==> config.mk <==
export PLATFORM = sky130hd
export DESIGN_NAME = m4rm_merge
export DESIGN_NICKNAME = d
export VERILOG_FILES = /design/src/rtl/m4rm_pkg.sv /design/src/rtl/m4rm_merge.sv
export SDC_FILE = /design/constraint.sdc
export NUM_CORES = 1
export LEC_CHECK = 0
export ABC_AREA = 1
export BUFFER_PORTS_ARGS = -buffer_cell sky130_fd_sc_hd__buf_2
export CORE_MARGIN = 5
export CORE_UTILIZATION = 44
export DETAILED_ROUTE_END_ITERATION = 8
export MAX_ROUTING_LAYER = met4
export PLACE_DENSITY_LB_ADDON = 0.05
export SETUP_SLACK_MARGIN = 0.5
export SLEW_MARGIN = 40
export SYNTH_ARGS = -nofsm -noshare
export SYNTH_HDL_FRONTEND = slang
export SYNTH_SLANG_ARGS = --single-unit
==> constraint.sdc <==
create_clock -name clk -period 21.3 [get_ports clk]
set_clock_uncertainty 0.05 [all_clocks]
set_input_delay 3.195 -clock clk [delete_from_list [all_inputs] [get_ports clk]]
set_output_delay 3.195 -clock clk [all_outputs]
set_load 0.01 [all_outputs]
==> src/rtl/m4rm_pkg.sv <==
// ----------------------------------------------------------------------------
// m4rm_pkg
// Shared types and constants of the 4x4 matrix row multiplier.
// ----------------------------------------------------------------------------
package m4rm_pkg;

  localparam int MAT_DIM      = 4;
  localparam int ELEM_W       = 32;
  localparam int PROD_W       = 2 * ELEM_W;
  // Four full-width products summed without overflow
  localparam int SUM_W        = PROD_W + 2;
  localparam int ROW_IDX_W    = $clog2(MAT_DIM);
  localparam int DEF_FRAC_BITS = 16;

  localparam logic signed [ELEM_W-1:0] ELEM_MAX = {1'b0, {(ELEM_W-1){1'b1}}};
  localparam logic signed [ELEM_W-1:0] ELEM_MIN = {1'b1, {(ELEM_W-1){1'b0}}};

  typedef enum logic {
    REQ_LOAD = 1'b0,
    REQ_MUL  = 1'b1
  } req_kind_t;

  typedef struct packed {
    logic                        req_type;
    logic [ROW_IDX_W-1:0]        row_index;
    logic signed [ELEM_W-1:0]    elem_0;
    logic signed [ELEM_W-1:0]    elem_1;
    logic signed [ELEM_W-1:0]    elem_2;
    logic signed [ELEM_W-1:0]    elem_3;
  } req_t;

  typedef struct packed {
    logic signed [ELEM_W-1:0]    prod_0;
    logic signed [ELEM_W-1:0]    prod_1;
    logic signed [ELEM_W-1:0]    prod_2;
    logic signed [ELEM_W-1:0]    prod_3;
    logic                        sat_flag;
  } rsp_t;

  // One row or one column of four elements
  typedef logic [MAT_DIM-1:0][ELEM_W-1:0] vec_t;
  // Whole matrix, indexed [row][column]
  typedef logic [MAT_DIM-1:0][MAT_DIM-1:0][ELEM_W-1:0] mat_t;

  // Load enables of the lane pipeline
  typedef struct packed {
    logic ld_prod;
    logic ld_sum;
  } lane_ctl_t;

  // Saturated column result of one lane
  typedef struct packed {
    logic signed [ELEM_W-1:0] value;
    logic                     sat;
  } lane_res_t;

endpackage

==> src/rtl/m4rm_merge.sv <==
// ----------------------------------------------------------------------------
// m4rm_merge
// Output stage: gathers the four lane results, merges their saturation
// flags and holds the response until it is taken.
// ----------------------------------------------------------------------------
module m4rm_merge (
  input  logic                 clk,
  input  logic                 rst,
  input  logic                 in_valid,
  input  m4rm_pkg::lane_res_t  lane_res [m4rm_pkg::MAT_DIM],
  output logic                 take,
  output logic                 rsp_valid,
  input  logic                 rsp_ready,
  output m4rm_pkg::rsp_t       rsp
);
  import m4rm_pkg::*;

  logic   out_valid;
  rsp_t   out_data;
  rsp_t   out_data_next;

  // Output slot is free when empty or being drained
  assign take = !out_valid || rsp_ready;

  // Combine the lanes into one response
  always_comb begin
    out_data_next.prod_0   = lane_res[0].value;
    out_data_next.prod_1   = lane_res[1].value;
    out_data_next.prod_2   = lane_res[2].value;
    out_data_next.prod_3   = lane_res[3].value;
    out_data_next.sat_flag = lane_res[0].sat || lane_res[1].sat ||
                             lane_res[2].sat || lane_res[3].sat;
  end

  always_ff @(posedge clk) begin
    if (rst) begin
      out_valid <= 1'b0;
    end else if (take) begin
      out_valid <= in_valid;
    end
  end

  always_ff @(posedge clk) begin
    if (take && in_valid) begin
      out_data <= out_data_next;
    end
  end

  assign rsp_valid = out_valid;
  assign rsp       = out_data;

  // A saturated response carries at least one clamped column
  a_sat_clamped: assert property (@(posedge clk) disable iff (rst)
    (out_valid && out_data.sat_flag) |->
      (out_data.prod_0 == ELEM_MAX || out_data.prod_0 == ELEM_MIN ||
       out_data.prod_1 == ELEM_MAX || out_data.prod_1 == ELEM_MIN ||
       out_data.prod_2 == ELEM_MAX || out_data.prod_2 == ELEM_MIN ||
       out_data.prod_3 == ELEM_MAX || out_data.prod_3 == ELEM_MIN))
    else $error("saturation flag without a clamped column");

endmodule

## Word-level counts from Yosys, hierarchy flattened

Index checks and enable logic that the tools add are counted.

| word-level totals | value |
|---|---|
| flip-flop bits (word level) | 130 |
| input port bits | 136 |

| operators by class | value |
|---|---|
| reductions and logical operators | 6 |

Operator list:

| operator | count |
|---|---|
| $logic_or A1 B1 Y1 | 4 |
| $logic_and A1 B1 Y1 | 1 |
| $logic_not A1 Y1 | 1 |

## Longest topological paths before layout

| depth | value |
|---|---|
| word-level depth | 3 |
| mapped depth | 3 |
| gate-level depth less buffers | 3 |

## Least setup slack after synthesis

No wires, ideal clock.

| path | value |
|---|---|
| path kind | input to register |
| from | input port in_valid |
| to | register out_data (netlist bit rsp[0]), enable pin |
| setup time | 0.660 ns |
| arrival time | 9.466 ns |
| data required time | 20.590 ns |
| slack | 11.124 ns |
| stages on the path | 2 |
| path through | inv_1 -> a21oi_1 |

| on the way | value |
|---|---|
| longest elaborated chain between the ends | 1 |

RTL lines:

| what | RTL line | source |
|---|---|---|
| from (decl) | m4rm_merge.sv:9 | `input logic in_valid,` |
| $logic_and A1 B1 Y1 | m4rm_merge.sv:44 | `if (take && in_valid) begin` |
| to (signal assigned) | m4rm_merge.sv:45 | `out_data <= out_data_next;` |
| to (decl) | m4rm_merge.sv:19 | `rsp_t out_data;` |

No other way between the ends.
A chain may end at the register's enable or synchronous reset.

## Worst setup path in the final report

| path | value |
|---|---|
| from | input port rsp_ready |
| to | output port take |

| on the way | value |
|---|---|
| longest elaborated chain between the ends | 1 |

RTL lines:

| what | RTL line | source |
|---|---|---|
| from (decl) | m4rm_merge.sv:13 | `input logic rsp_ready,` |
| $logic_or A1 B1 Y1 | m4rm_merge.sv:23 | `assign take = !out_valid \|\| rsp_ready;` |
| to (decl) | m4rm_merge.sv:11 | `output logic take,` |

No other way between the ends.

==> run_results.csv <==
group,metric,value,unit
run_status,outcome,"complete, no violations",
detailed_routing,drc_errors,0,
setup_path,cp_top_family,"buffers and inverters",
pwr,powerDensity,107,mW/mm²
detailed_routing,vias_per_cell,4.46,
floorplanning,initial_core_util,45.1,%
synth,syn_inst,138,
detailed_routing,wl_met2,5.26,mm
clocking,cts_buffer_depth,2,
global_route,antenna_found_initial,0,
placement,port_buffers,266,
clocking,htree_levels,4,
detailed_routing,top_layer,"met4",
detailed_routing,drt_iter0_drc,112,
synth,avgSynthCellArea,28.5,µm²
synth,synth_nets,274,
global_route,overflow,0,
setup_path,crit_path_cell_trace,"buf_2 > inv_2 > nand2_2 > buf_2",
detailed_routing,antenna_left,0,
floorplanning,fp.dieH,105,µm
setup_path,crit_path_end_kind,"primary output",
setup_path,startpoint,"rsp_ready",
clocking,root_buffer,"clkbuf_8",
setup_path,max_stage_delay,140,ps
clocking,post_cts_resized,0,
clocking,clk_pin_slew,60,ps
sta,min_period,6820,ps
placement,gp_congestion,0.741,
synth,ys_seq_area_share,99.0,%
floorplanning,placementRows,34,
clocking,postCtsHoldBufs,0,
detailed_routing,wl_per_cell,17.9,µm
setup_path,cp.arrival,3570,ps
synth,synth.distinct_cells,9,
synth,synth_ff_type,"edfxtp_1",
sta,fin_tns_setup,0,ps
sta,slew_violations,0,
hold_path,worstHoldPathType,"reg -> reg",
synth,synth_top_area_cell,"edfxtp_1",
synth,synth_top_area_share,98.5,%
setup_path,cp.required,18060,ps
floorplanning,die_area,0.0109,mm²
placement,placed_area,0.00543,mm²
detailed_routing,dr.pass1.iters,4,
detailed_routing,wl_met1,3.30,mm
sta,setup_viol,0,
pwr,leakagePower,2.63,nW
synth,synth-seq-cells,130,
synth,yosysMostFrequentCell,"edfxtp_1",
synth,synthTopCellsByArea,"edfxtp_1, dfxtp_1, a21oi_2",
final_layout,final_area,0.00606,mm²
floorplanning,die_w,105,µm
clocking,post-cts-setup-buffers,0,
floorplanning,core_area,0.00872,mm²
detailed_routing,drt-total-wl,9.79,mm
final_layout,nets,561,
detailed_routing,via_count,2437,
synth,async_flop_share,0,%
clocking,worst_skew_pair.late_latency,500,ps
global_route,grt_pass1_vias,2586,
clocking,clock-sinks,130,
sta,layout_setup_ws,14480,ps
synth,ys.warnings.count,0,
sta,relSlewSlack,51.3,%
synth,synth_area,0.00393,mm²
hold_path,hold_start,"rsp_valid",
setup_path,cp.buffers_inverters,3,
global_route,grt_pass1_wl,14.1,mm
setup_path,critPathMaxFanout,2,
clocking,cts_buffers,17,
setup_path,crit_type,"in -> out",
sta,tightestPinTransition,731,ps
detailed_routing,wl_met3,1.03,mm
global_route,grt_max_degree,94,
sta,post-route-period-util,32.0,%
final_layout,drive_above_1_share,68.7,%
pwr,ir_drop,73.4,µV
floorplanning,ioPinCount,267,
final_layout,diodes,0,
placement,pre_cts_ws,14490,ps
final_layout,area_growth,54.2,%
sta,fmax,147,MHz
setup_path,crit_top_cell,"buf_2",
sta,hold_violations,0,
global_route,grt_usage,18.1,%
setup_path,crit_path_start_kind,"primary input",
setup_path,worst_r2r_startpoint,"rsp_valid",
synth,synth_common_cells,"edfxtp_1, nor2_1",
setup_path,crit_slowest_cell,"buf_2",
placement,dp_hpwl,7.55,mm
sta,rsz0062_at_grt,"false",
synth,synth_edf_count,129,
clocking,cts_tree,"built",
job,drv_cap,0,
[where the power goes]
| group | switching, W | leakage [nW] | internal [W] | total [W] |
|---|---|---|---|---|
| registers | 0.00000330 | 1.25 | 0.000300 | 0.000303 |
| logic | 0.0000234 | 1.08 | 0.0000184 | 0.0000417 |
| clock network | 0.0000999 | 0.300 | 0.000201 | 0.000301 |
[metrics by stage]
step                      instances  total power (W)  util, %  hold slack, ps
after floorplan                 138         0.000325        -             492
after global placement          514         0.000349     62.2             457
after detailed placement        514         0.000351     62.3             473
after CTS                       546         0.000654     69.5             483
after global routing            546         0.000670     69.5             503
final                           546         0.000646     69.5             487
[per-layer routing]
metal / vias to the layer above / global-route usage, %
met3: 13 / 8.01
li1: 1133 / -
met5: - / -
met4: 0 / 7.31
met1: 1139 / 18.3
met2: 152 / 30.5
[sequential cells by signal (all words and copies together), names as in the netlist]
| name | count |
|---|---|
| rsp | 129 |
| rsp_valid | 1 |
[worst paths after layout]
check              endpoint  slack, ps  cells after the start
hold reg to reg   rsp_valid        490                      2
hold / removal    rsp_valid        490                      2
setup reg to reg    rsp[23]      19200                      3
setup / recovery       take      14480                      4
[layout make-up]
| class | instances | area, µm² |
|---|---|---|
| Sequential cell | 130 | 3890 |
| Fill cell | 596 | 2660 |
| Timing Repair Buffer | 268 | 1350 |
| Clock buffer | 18 | 418 |
| Clock inverter | 14 | 213 |
| Tap cell | 108 | 135 |
| Multi-Input combinational cell | 6 | 42.5 |
| Inverter | 2 | 7.51 |
[placed cells by master, fill, tap and decap left out]
cell        netlist  routed
a21oi_2           1       1
a21oi_4           0       1
buf_2             0     266
buf_4             0       1
bufinv_16         0       5
clkbuf_1          0       1
clkbuf_16         0      16
clkbuf_8          0       2
clkinv_1          0       2
clkinv_2          0       1
clkinv_4          0       4
clkinvlp_4        0       2
dfxtp_1           1       1
edfxtp_1        129     129
inv_1             1       1
inv_2             1       1
nand2_1           1       1
nand2_2           1       1
nor2_1            2       2
[cells by family (layout without fill, tap and decap cells)]
logic type             after synthesis  count (layout)  share of synthesized area (%)
AOI/OAI and AO/OA                    2               2                          0.350
buffers and inverters                2             302                          0.191
DFF                                130             130                           99.0
and+or+nand+nor                      4               4                          0.446
[worst register-to-register path: stages (launching register included)]
cell and delay, ps:
dfxtp_1 360, a21oi_4 150, buf_4 400, clkbuf_8 680
Power figures use the tool's default switching activity.
