--- config.mk ---
export PLATFORM = sky130hd
export DESIGN_NAME = m4rm_store
export DESIGN_NICKNAME = d
export VERILOG_FILES = /design/src/rtl/m4rm_pkg.sv /design/src/rtl/m4rm_store.sv
export SDC_FILE = /design/constraint.sdc
export NUM_CORES = 1
export LEC_CHECK = 0
export ABC_AREA = 1
export BUFFER_PORTS_ARGS = -buffer_cell sky130_fd_sc_hd__buf_2
export CAP_MARGIN = 20
export CELL_PAD_IN_SITES_DETAIL_PLACEMENT = 0
export CELL_PAD_IN_SITES_GLOBAL_PLACEMENT = 1
export CORE_AREA = 2 2 249 251
export CTS_BUF_LIST = sky130_fd_sc_hd__clkbuf_4 sky130_fd_sc_hd__clkbuf_8
export DETAILED_ROUTE_END_ITERATION = 8
export DIE_AREA = 0 0 251 253
export PLACE_DENSITY_LB_ADDON = 0.08
export SLEW_MARGIN = 0
export SYNTH_ARGS = -nofsm -noshare
export SYNTH_HDL_FRONTEND = slang
export SYNTH_SLANG_ARGS = --single-unit
--- constraint.sdc ---
create_clock -name clk -period 1.1 [get_ports clk]
set_clock_uncertainty 0.05 [all_clocks]
set_input_delay 0.11 -clock clk [delete_from_list [all_inputs] [get_ports clk]]
set_output_delay 0.11 -clock clk [all_outputs]
set_load 0.01 [all_outputs]
--- src/rtl/m4rm_pkg.sv ---
// ----------------------------------------------------------------------------
// m4rm_pkg
// Shared types and constants of the 4x4 matrix row multiplier.
// ----------------------------------------------------------------------------
package m4rm_pkg;

  localparam int MAT_DIM      = 4;
  localparam int ELEM_W       = 32;
  localparam int PROD_W       = 2 * ELEM_W;
  // Four full-width products summed without overflow
  localparam int SUM_W        = PROD_W + 2;
  localparam int ROW_IDX_W    = $clog2(MAT_DIM);
  localparam int DEF_FRAC_BITS = 16;

  localparam logic signed [ELEM_W-1:0] ELEM_MAX = {1'b0, {(ELEM_W-1){1'b1}}};
  localparam logic signed [ELEM_W-1:0] ELEM_MIN = {1'b1, {(ELEM_W-1){1'b0}}};

  typedef enum logic {
    REQ_LOAD = 1'b0,
    REQ_MUL  = 1'b1
  } req_kind_t;

  typedef struct packed {
    logic                        req_type;
    logic [ROW_IDX_W-1:0]        row_index;
    logic signed [ELEM_W-1:0]    elem_0;
    logic signed [ELEM_W-1:0]    elem_1;
    logic signed [ELEM_W-1:0]    elem_2;
    logic signed [ELEM_W-1:0]    elem_3;
  } req_t;

  typedef struct packed {
    logic signed [ELEM_W-1:0]    prod_0;
    logic signed [ELEM_W-1:0]    prod_1;
    logic signed [ELEM_W-1:0]    prod_2;
    logic signed [ELEM_W-1:0]    prod_3;
    logic                        sat_flag;
  } rsp_t;

  // One row or one column of four elements
  typedef logic [MAT_DIM-1:0][ELEM_W-1:0] vec_t;
  // Whole matrix, indexed [row][column]
  typedef logic [MAT_DIM-1:0][MAT_DIM-1:0][ELEM_W-1:0] mat_t;

  // Load enables of the lane pipeline
  typedef struct packed {
    logic ld_prod;
    logic ld_sum;
  } lane_ctl_t;

  // Saturated column result of one lane
  typedef struct packed {
    logic signed [ELEM_W-1:0] value;
    logic                     sat;
  } lane_res_t;

endpackage

--- src/rtl/m4rm_store.sv ---
// ----------------------------------------------------------------------------
// m4rm_store
// Right-hand matrix store: sixteen registers, one row written per load
// request, reset to the identity matrix.
// ----------------------------------------------------------------------------
module m4rm_store #(
  parameter int FRAC_BITS = m4rm_pkg::DEF_FRAC_BITS
) (
  input  logic                              clk,
  input  logic                              rst,
  input  logic                              wr_en,
  input  logic [m4rm_pkg::ROW_IDX_W-1:0]    wr_row,
  input  m4rm_pkg::vec_t                    wr_data,
  output m4rm_pkg::mat_t                    mat
);
  import m4rm_pkg::*;

  localparam logic [ELEM_W-1:0] ONE = ELEM_W'(1) << FRAC_BITS;

  mat_t store;

  // Reset to identity, then overwrite one row per load
  always_ff @(posedge clk) begin
    if (rst) begin
      for (int r = 0; r < MAT_DIM; r++) begin
        for (int c = 0; c < MAT_DIM; c++) begin
          store[r][c] <= (r == c) ? ONE : '0;
        end
      end
    end else if (wr_en) begin
      store[wr_row] <= wr_data;
    end
  end

  assign mat = store;

endmodule

======== After elaboration in Yosys (flattened, before gate mapping) ========
Index checks and enable logic that the tools add are counted.
W data, S select, Z words.
storage, ports and cells
  flip-flop bits (word level) ............. 512
  input port bits ......................... 133
  word-level logic and storage cells ...... 22
cells by class
  order comparisons ....................... 2
  muxes and demuxes ....................... 3
  reductions and logical operators ........ 1
operator list
  cell                  count
  $bwmux W512           1
  $demux W128 S2        1
  $mux W128             1
  $lt A2 B3 Y1 const B  1
  $ge A2 B1 Y1 const B  1
  $logic_and A1 B1 Y1   1

======== Depth between registers and ports, before layout ========
Gate-level depths: netlist (run 1).
  depth after elaboration ................. 5
  gate-level depth with buffers ........... 7
  mapped depth without buffers ............ 5

======== Least setup slack after synthesis (run 1) ========
No wires, ideal clock.
  kind .................................... in2reg
  start ................................... input wr_en
  end ..................................... register store, in the netlist mat[120]
  arrival ................................. 0.900 ns
  setup slack ............................. 0.035 ns
  cell stages on the path ................. 6
  path buffers ............................ 3
  path through ............................ buf_2 > buf_2 > buf_1 > nand3_1 > nand2_1 > nor2_1
RTL lines
  what                            RTL line          source
  start: declaration              m4rm_store.sv:11  input logic wr_en,
  end signal: indexed assignment  m4rm_store.sv:27  store[r][c] <= (r == c) ? ONE : '0;
  end signal: indexed assignment  m4rm_store.sv:31  store[wr_row] <= wr_data;
  end: declaration                m4rm_store.sv:20  mat_t store;

======== Final worst setup path (run 1) ========
  start ................................... register store, in the netlist mat[127]
  end ..................................... output mat[127] (netlist name)
RTL lines
  what              RTL line          source
  end: declaration  m4rm_store.sv:14  output m4rm_pkg::mat_t mat
No word-level cell between the ends.

==> run metrics, run 1 <==
RSZ-0062 raised after global routing=true; ranking of synthesized cells by area=dfxtp_1 (49%), nand2_1 (16%), nor2_1 (16%); Worst Slack Setup Final=-211.4 ps; failing checks=negative setup slack; top routing layer used=met5; routed wl met3=5.780 mm; Final TNS setup=-77260 ps; Remaining Overflow, GRT=0; Num CTS Buffers=91; Slew Viols, Final=0; FMAX=0.7625 GHz; Synth Flop Type=dfxtp_1; Crit path buffers/inverters=1; largest area contributor in the netlist=dfxtp_1; Post-synth top cells=nand2_1 (895), nor2_1 (892), dfxtp_1 (512); Power Total=46260 µW; Hold Path Class=in2reg; Post-DRT Antenna Nets=0; CP Capture Type=output pin; crit-path leading delay family=flip-flops; peak supply drop=910.8 µV; Core Area=61030 µm²; Routability Congestion=0.8379; met2 wire len=37.92 mm; Rows=91; fraction of layout cells with a size suffix above 1=35.49%; chip width=251 µm; Max Cap Viol=0; vias in the first global route=20390; Starting Density=34.58%; Worst setup startpoint=mat[127]$_SDFFE_PP0P_; Detailed Place HPWL=54.77 mm; Reg2Reg Setup Slack=230 ps; overall routing resource usage=23.63%; worst hold stages=5; Final min period=1311 ps; clk_lat worst skew=640 ps; Worst slew margin=73.45%; RR Startpoint=mat[28]$_SDFFE_PP0P_; leakage=0.01785 µW; peak per-stage delay on the critical path=350 ps; worst reg-to-reg path cell count=4; Cells after Synth=3270; drt wl/cell=15.96 µm; WHS=128.1 ps; first-pass GRT wire length=117.6 mm; r2r endpoint=mat[28]$_SDFFE_PP0P_; Post-Syn Area=21100 µm²; Die Y-Extent=253 µm; 1st-iter DRT viols=1041; sequential area share after synthesis=48.57%; clock root buffer=clkbuf_8; final wirelength=79.13 mm; Nets=4239; Top Ports=645; worst slew pin tran=398.3 ps; most frequent cell after synthesis=nand2_1; async set-reset flop share out of synthesis=0%; Remaining DRCs=0; YS warnings=0; crit start category=flop; Max Root-Sink Buffers=3; critical path class=reg2out; initial antenna violation count=4; Crit path arrival time=1150 ps; final hold vios=0; WHS Endpoint=mat[336]$_SDFFE_PP1P_; Largest register FFs=512; EDFF count, synth=0; Reg clk slew, reported paths=60 ps; Layout area overhead=58.72%; post-synth cell types=11; CP max stage cell=dfxtp_2; H-tree Lvls=3; critical-path cell list=buf_6; Die Area=63500 µm²; count of buffers from port buffering=644; met1 wire length=32.46 mm; clock sinks=512; status=finished with violations; Yosys reg bits=512; Mapped Avg Cell Area=6.453 µm²; vias per cell=4.379; Mapped Nets=3403; 1st-pass router iterations=8; final worst-path cycle share=119.2%; DP Worst Slack=-178.5 ps; Via Count=21709; final setup violation count=512; worst path required time=940 ps; HP Start=wr_row[1]; CTS tree=yes; cell area after layout=33490 µm²; Yosys top cell area share=48.57%; largest net degree at the start of global routing=123; placed inst area=25810 µm²; Power per Cell Area=1381 nW/µm²; Max FO, Critical Path=2
layout make-up:
| type | instances | area, µm² |
|---|---|---|
| Timing Repair Buffer | 940 | 9742 |
| Sequential cell | 512 | 10920 |
| Multi-Input combinational cell | 2050 | 8071 |
| Antenna cell | 3 | 7.507 |
| Clock inverter | 3 | 18.77 |
| Inverter | 511 | 1926 |
| Clock buffer | 149 | 1826 |
| Tap cell | 790 | 988.4 |
| Fill cell | 5844 | 27530 |
report_power, final:
part / internal [µW] / leakage, µW / switching (µW)
logic: 3690 / 0.0125 / 3880
clock network: 10400 / 0.000990 / 7890
registers: 19700 / 0.00440 / 722
through the flow:
| stage | utilization [%] | cells |
|---|---|---|
| final | 54.88 | 4958 |
| after global routing | 54.88 | 4958 |
| after CTS | 54.00 | 4907 |
| after detailed placement | 42.29 | 4607 |
| after global placement | 42.29 | 4607 |
| after floorplan | - | 3270 |
worst max-delay path by stage:
stage                                  to  slack (ps)  depth (start not counted)
detailed placement  mat[410]$_SDFFE_PP0P_        -180                          5
global route                     mat[127]        -300                          1
floorplan           mat[120]$_SDFFE_PP0P_          40                          6
CTS                              mat[127]        -280                          1
finish                           mat[127]        -210                          1
global placement    mat[468]$_SDFFE_PP0P_        -170                          5
metal layers:
layer,vias to the layer above,GRT usage [%]
met2,583,40.41
met5,-,0
met4,2,9.082
met1,9811,27.37
li1,11154,-
met3,159,7.792
cell usage in the layout (no fill, tap or decap):
cell,synthesis,routed
inv_8,0,1
dlygate4sd3_1,0,129
inv_1,510,509
nor2_4,0,1
diode_2,0,3
dfxtp_2,0,502
a21oi_1,127,127
nand4_1,2,2
buf_12,0,46
buf_4,0,110
nor2_1,892,891
buf_16,0,3
nand2_1,895,895
buf_2,135,129
clkbuf_4,0,36
clkinv_2,0,2
nand3_4,0,3
clkbuf_8,0,113
dlymetal6s4s_1,0,3
buf_6,0,514
dfxtp_4,0,10
clkbuf_16,0,6
inv_2,1,1
nand3_1,134,131
inv_6,0,1
logic make-up (layout without fill, tap and decap cells):
family	Yosys count	in the layout	share of synthesized area [%]
AOI/OAI and AO/OA	127	127	3.012
DFF	512	512	48.57
other	0	3	0
and+or+nand+nor	1923	1923	35.02
buffers and inverters	708	1603	13.39
repair_timing:
| action | CTS | global route |
|---|---|---|
| gates resized for setup | 1232 | 17 |
| cloned | 0 | 6 |
| hold buffers | 132 | 0 |
| buffers inserted | 16 | 42 |
| endpoints found under the setup margin | 512 | 970 |
| endpoints found under the hold margin | 512 | 0 |
| pin swaps | 0 | 2 |
Power figures use the tool's default switching activity.
==> run 2, diff against run 1 <==
==> constraint.sdc (replaced) <==
create_clock -name clk -period 1.48 [get_ports clk]
set_clock_uncertainty 0.05 [all_clocks]
set_input_delay 0.148 -clock clk [delete_from_list [all_inputs] [get_ports clk]]
set_output_delay 0.148 -clock clk [all_outputs]
set_load 0.01 [all_outputs]
==> run metrics, run 2 (synthesized netlist as in run 1, its figures left out) <==
Die Area=63500 µm² (unchanged); final hold vios=0 (unchanged); Layout area overhead=36.35%; largest net degree at the start of global routing=92 (-25%); worst reg-to-reg path cell count=4 (unchanged); worst hold stages=5 (unchanged); Max Cap Viol=0 (unchanged); Core Area=61030 µm² (unchanged); Starting Density=34.58% (unchanged); 1st-pass router iterations=7 (-1); Crit path arrival time=1980 ps (+830 ps); CP Capture Type=flop; fraction of layout cells with a size suffix above 1=21.74% (-14 points); Final min period=1466 ps; RR Startpoint=mat[130]$_SDFFE_PP0P_; Fill cells=6404 (+9.6%); Num CTS Buffers=94 (+3.3%); Remaining DRCs=0 (unchanged); FMAX=0.6822 GHz; initial antenna violation count=4 (unchanged); drt wl/cell=15.44 µm (-3.3%); Routability Congestion=0.8538 (+1.9%); Reg clk slew, reported paths=60 ps (about the same); met3 GRT Util=7.247% (-0.54 points); Slew Viols, Final=0 (unchanged); global routing usage on met1=27.45% (+0.075 points); Worst slew margin=70.40% (-3.1 points); WHS=127.0 ps (-1.107 ps); Detailed Place HPWL=54.08 mm (-1.3%); final worst-path cycle share=99.05%; clock root buffer=clkbuf_8; clock sinks=512 (unchanged); Top Ports=645 (unchanged); HP Start=wr_en; Reg2Reg Setup Slack=740 ps (+510 ps); Die Y-Extent=253 µm (unchanged); met2 Use GR=37.29% (-3.1 points); status=finished, final reports clean; vias in the first global route=19346 (-5.1%); clk_lat worst skew=650 ps (about the same); 1st-iter DRT viols=1086 (+4.3%); critical path class=in2reg; Remaining Overflow, GRT=0 (unchanged); Via Count=21061 (-3.0%); r2r endpoint=mat[130]$_SDFFE_PP0P_; peak supply drop=578.0 µV (-37%); Post-DRT Antenna Nets=0 (unchanged); Max FO, Critical Path=10 (+8); Hold Path Class=in2reg; global-route layer with the greatest usage=met2; final setup violation count=0 (-100%); Rows=91 (unchanged); Nets=4144 (-2.2%); H-tree Lvls=3 (unchanged); final wirelength=75.29 mm (-4.9%); worst path required time=1990 ps (+1050 ps); CTS tree=yes; worst slew pin tran=444.0 ps (+45.75 ps); Largest register FFs=512 (unchanged); Final TNS setup=0 ps (+77260 ps); count of buffers from port buffering=644 (unchanged); first-pass GRT wire length=113.0 mm (-3.9%); crit start category=primary input; most common cell after layout, fill and taps aside=nand2_1; Sequential Area=10250 µm² (-6.1%); Power per Cell Area=1164 nW/µm² (-16%); leakage=0.01664 µW (-6.8%); overall routing resource usage=22.82% (-0.81 points); Max Root-Sink Buffers=3 (unchanged); vias per cell=4.318 (-1.4%); WHS Endpoint=mat[57]$_SDFFE_PP0P_; RSZ-0062 raised after global routing=false; most frequent cells in the layout=nand2_1 (895), nor2_1 (891), buf_2 (639), inv_1 (509), dfxtp_1 (508); multi-input logic area=8071 µm² (unchanged); Post-CTS Repair Setup Buffers=0 (-16); chip width=251 µm (unchanged)
-- run 2: critical path: stages --
cell,delay [ps]
dlygate4sd3_1,600
clkbuf_4,230
nand3_4,130
buf_12,180
nor2_1,80
dlygate4sd3_1,550
nor2_1,40
-- run 2: worst max path at each step --
stage                          start  slack (ps)               endpoint  depth (start not counted)
6_report                   wr_row[1]          10  mat[368]$_SDFFE_PP0P_                          7
4_1_cts        mat[511]$_SDFFE_PP0P_           2               mat[511]                          1
3_5_place_dp               wr_row[1]         130  mat[232]$_SDFFE_PP0P_                          8
3_3_place_gp               wr_row[1]         170  mat[235]$_SDFFE_PP0P_                          8
5_1_grt        mat[470]$_SDFFE_PP0P_         0.7               mat[470]                          1
2_1_floorplan                  wr_en         380  mat[120]$_SDFFE_PP0P_                          6
-- run 2: area by class of cell --
class,instances,share of cell area (%)
diodes,3,0.02609
multi-input cells,2050,28.05
well taps,790,3.435
inverters,511,6.692
clock inverters,22,0.4261
flip-flops and latches,512,35.64
repair buffers,842,19.33
clock buffers,147,6.401
-- run 2: routing by layer --
metal,vias up,wire length (µm)
li1,10973,-
met1,9391,31790
met2,567,34800
met3,128,5666
met4,2,3028
met5,-,7
-- run 2: repair_timing --
| action | 4_1_cts | 5_1_grt |
|---|---|---|
| setup endpoints to repair | 6 | 1 |
| endpoints found under the hold margin | 512 | 0 |
| hold buffers | 133 | 0 |
| resized for setup | 6 | 7 |
-- run 2: report_power, final --
part | leakage [µW] | switching [µW] | internal [µW]
Clock | 0.00105 | 6190 | 7890
Sequential | 0.00419 | 364 | 14500
Combinational | 0.0114 | 2780 | 1730
Total | 0.0166 | 9340 | 24100
-- run 2: stage by stage --
step	setup WS [ps]	area, µm²	total power (µW)	std cells	util (%)
floorplan	377.3	21100	17430	3270	-
finish	14.13	28770	33490	4877	47.15
CTS	2.139	28750	34020	4874	47.11
global route	0.7430	28770	35230	4877	47.15
detailed placement	126.1	25440	19440	4572	41.69
global placement	166.5	25440	19360	4572	41.69
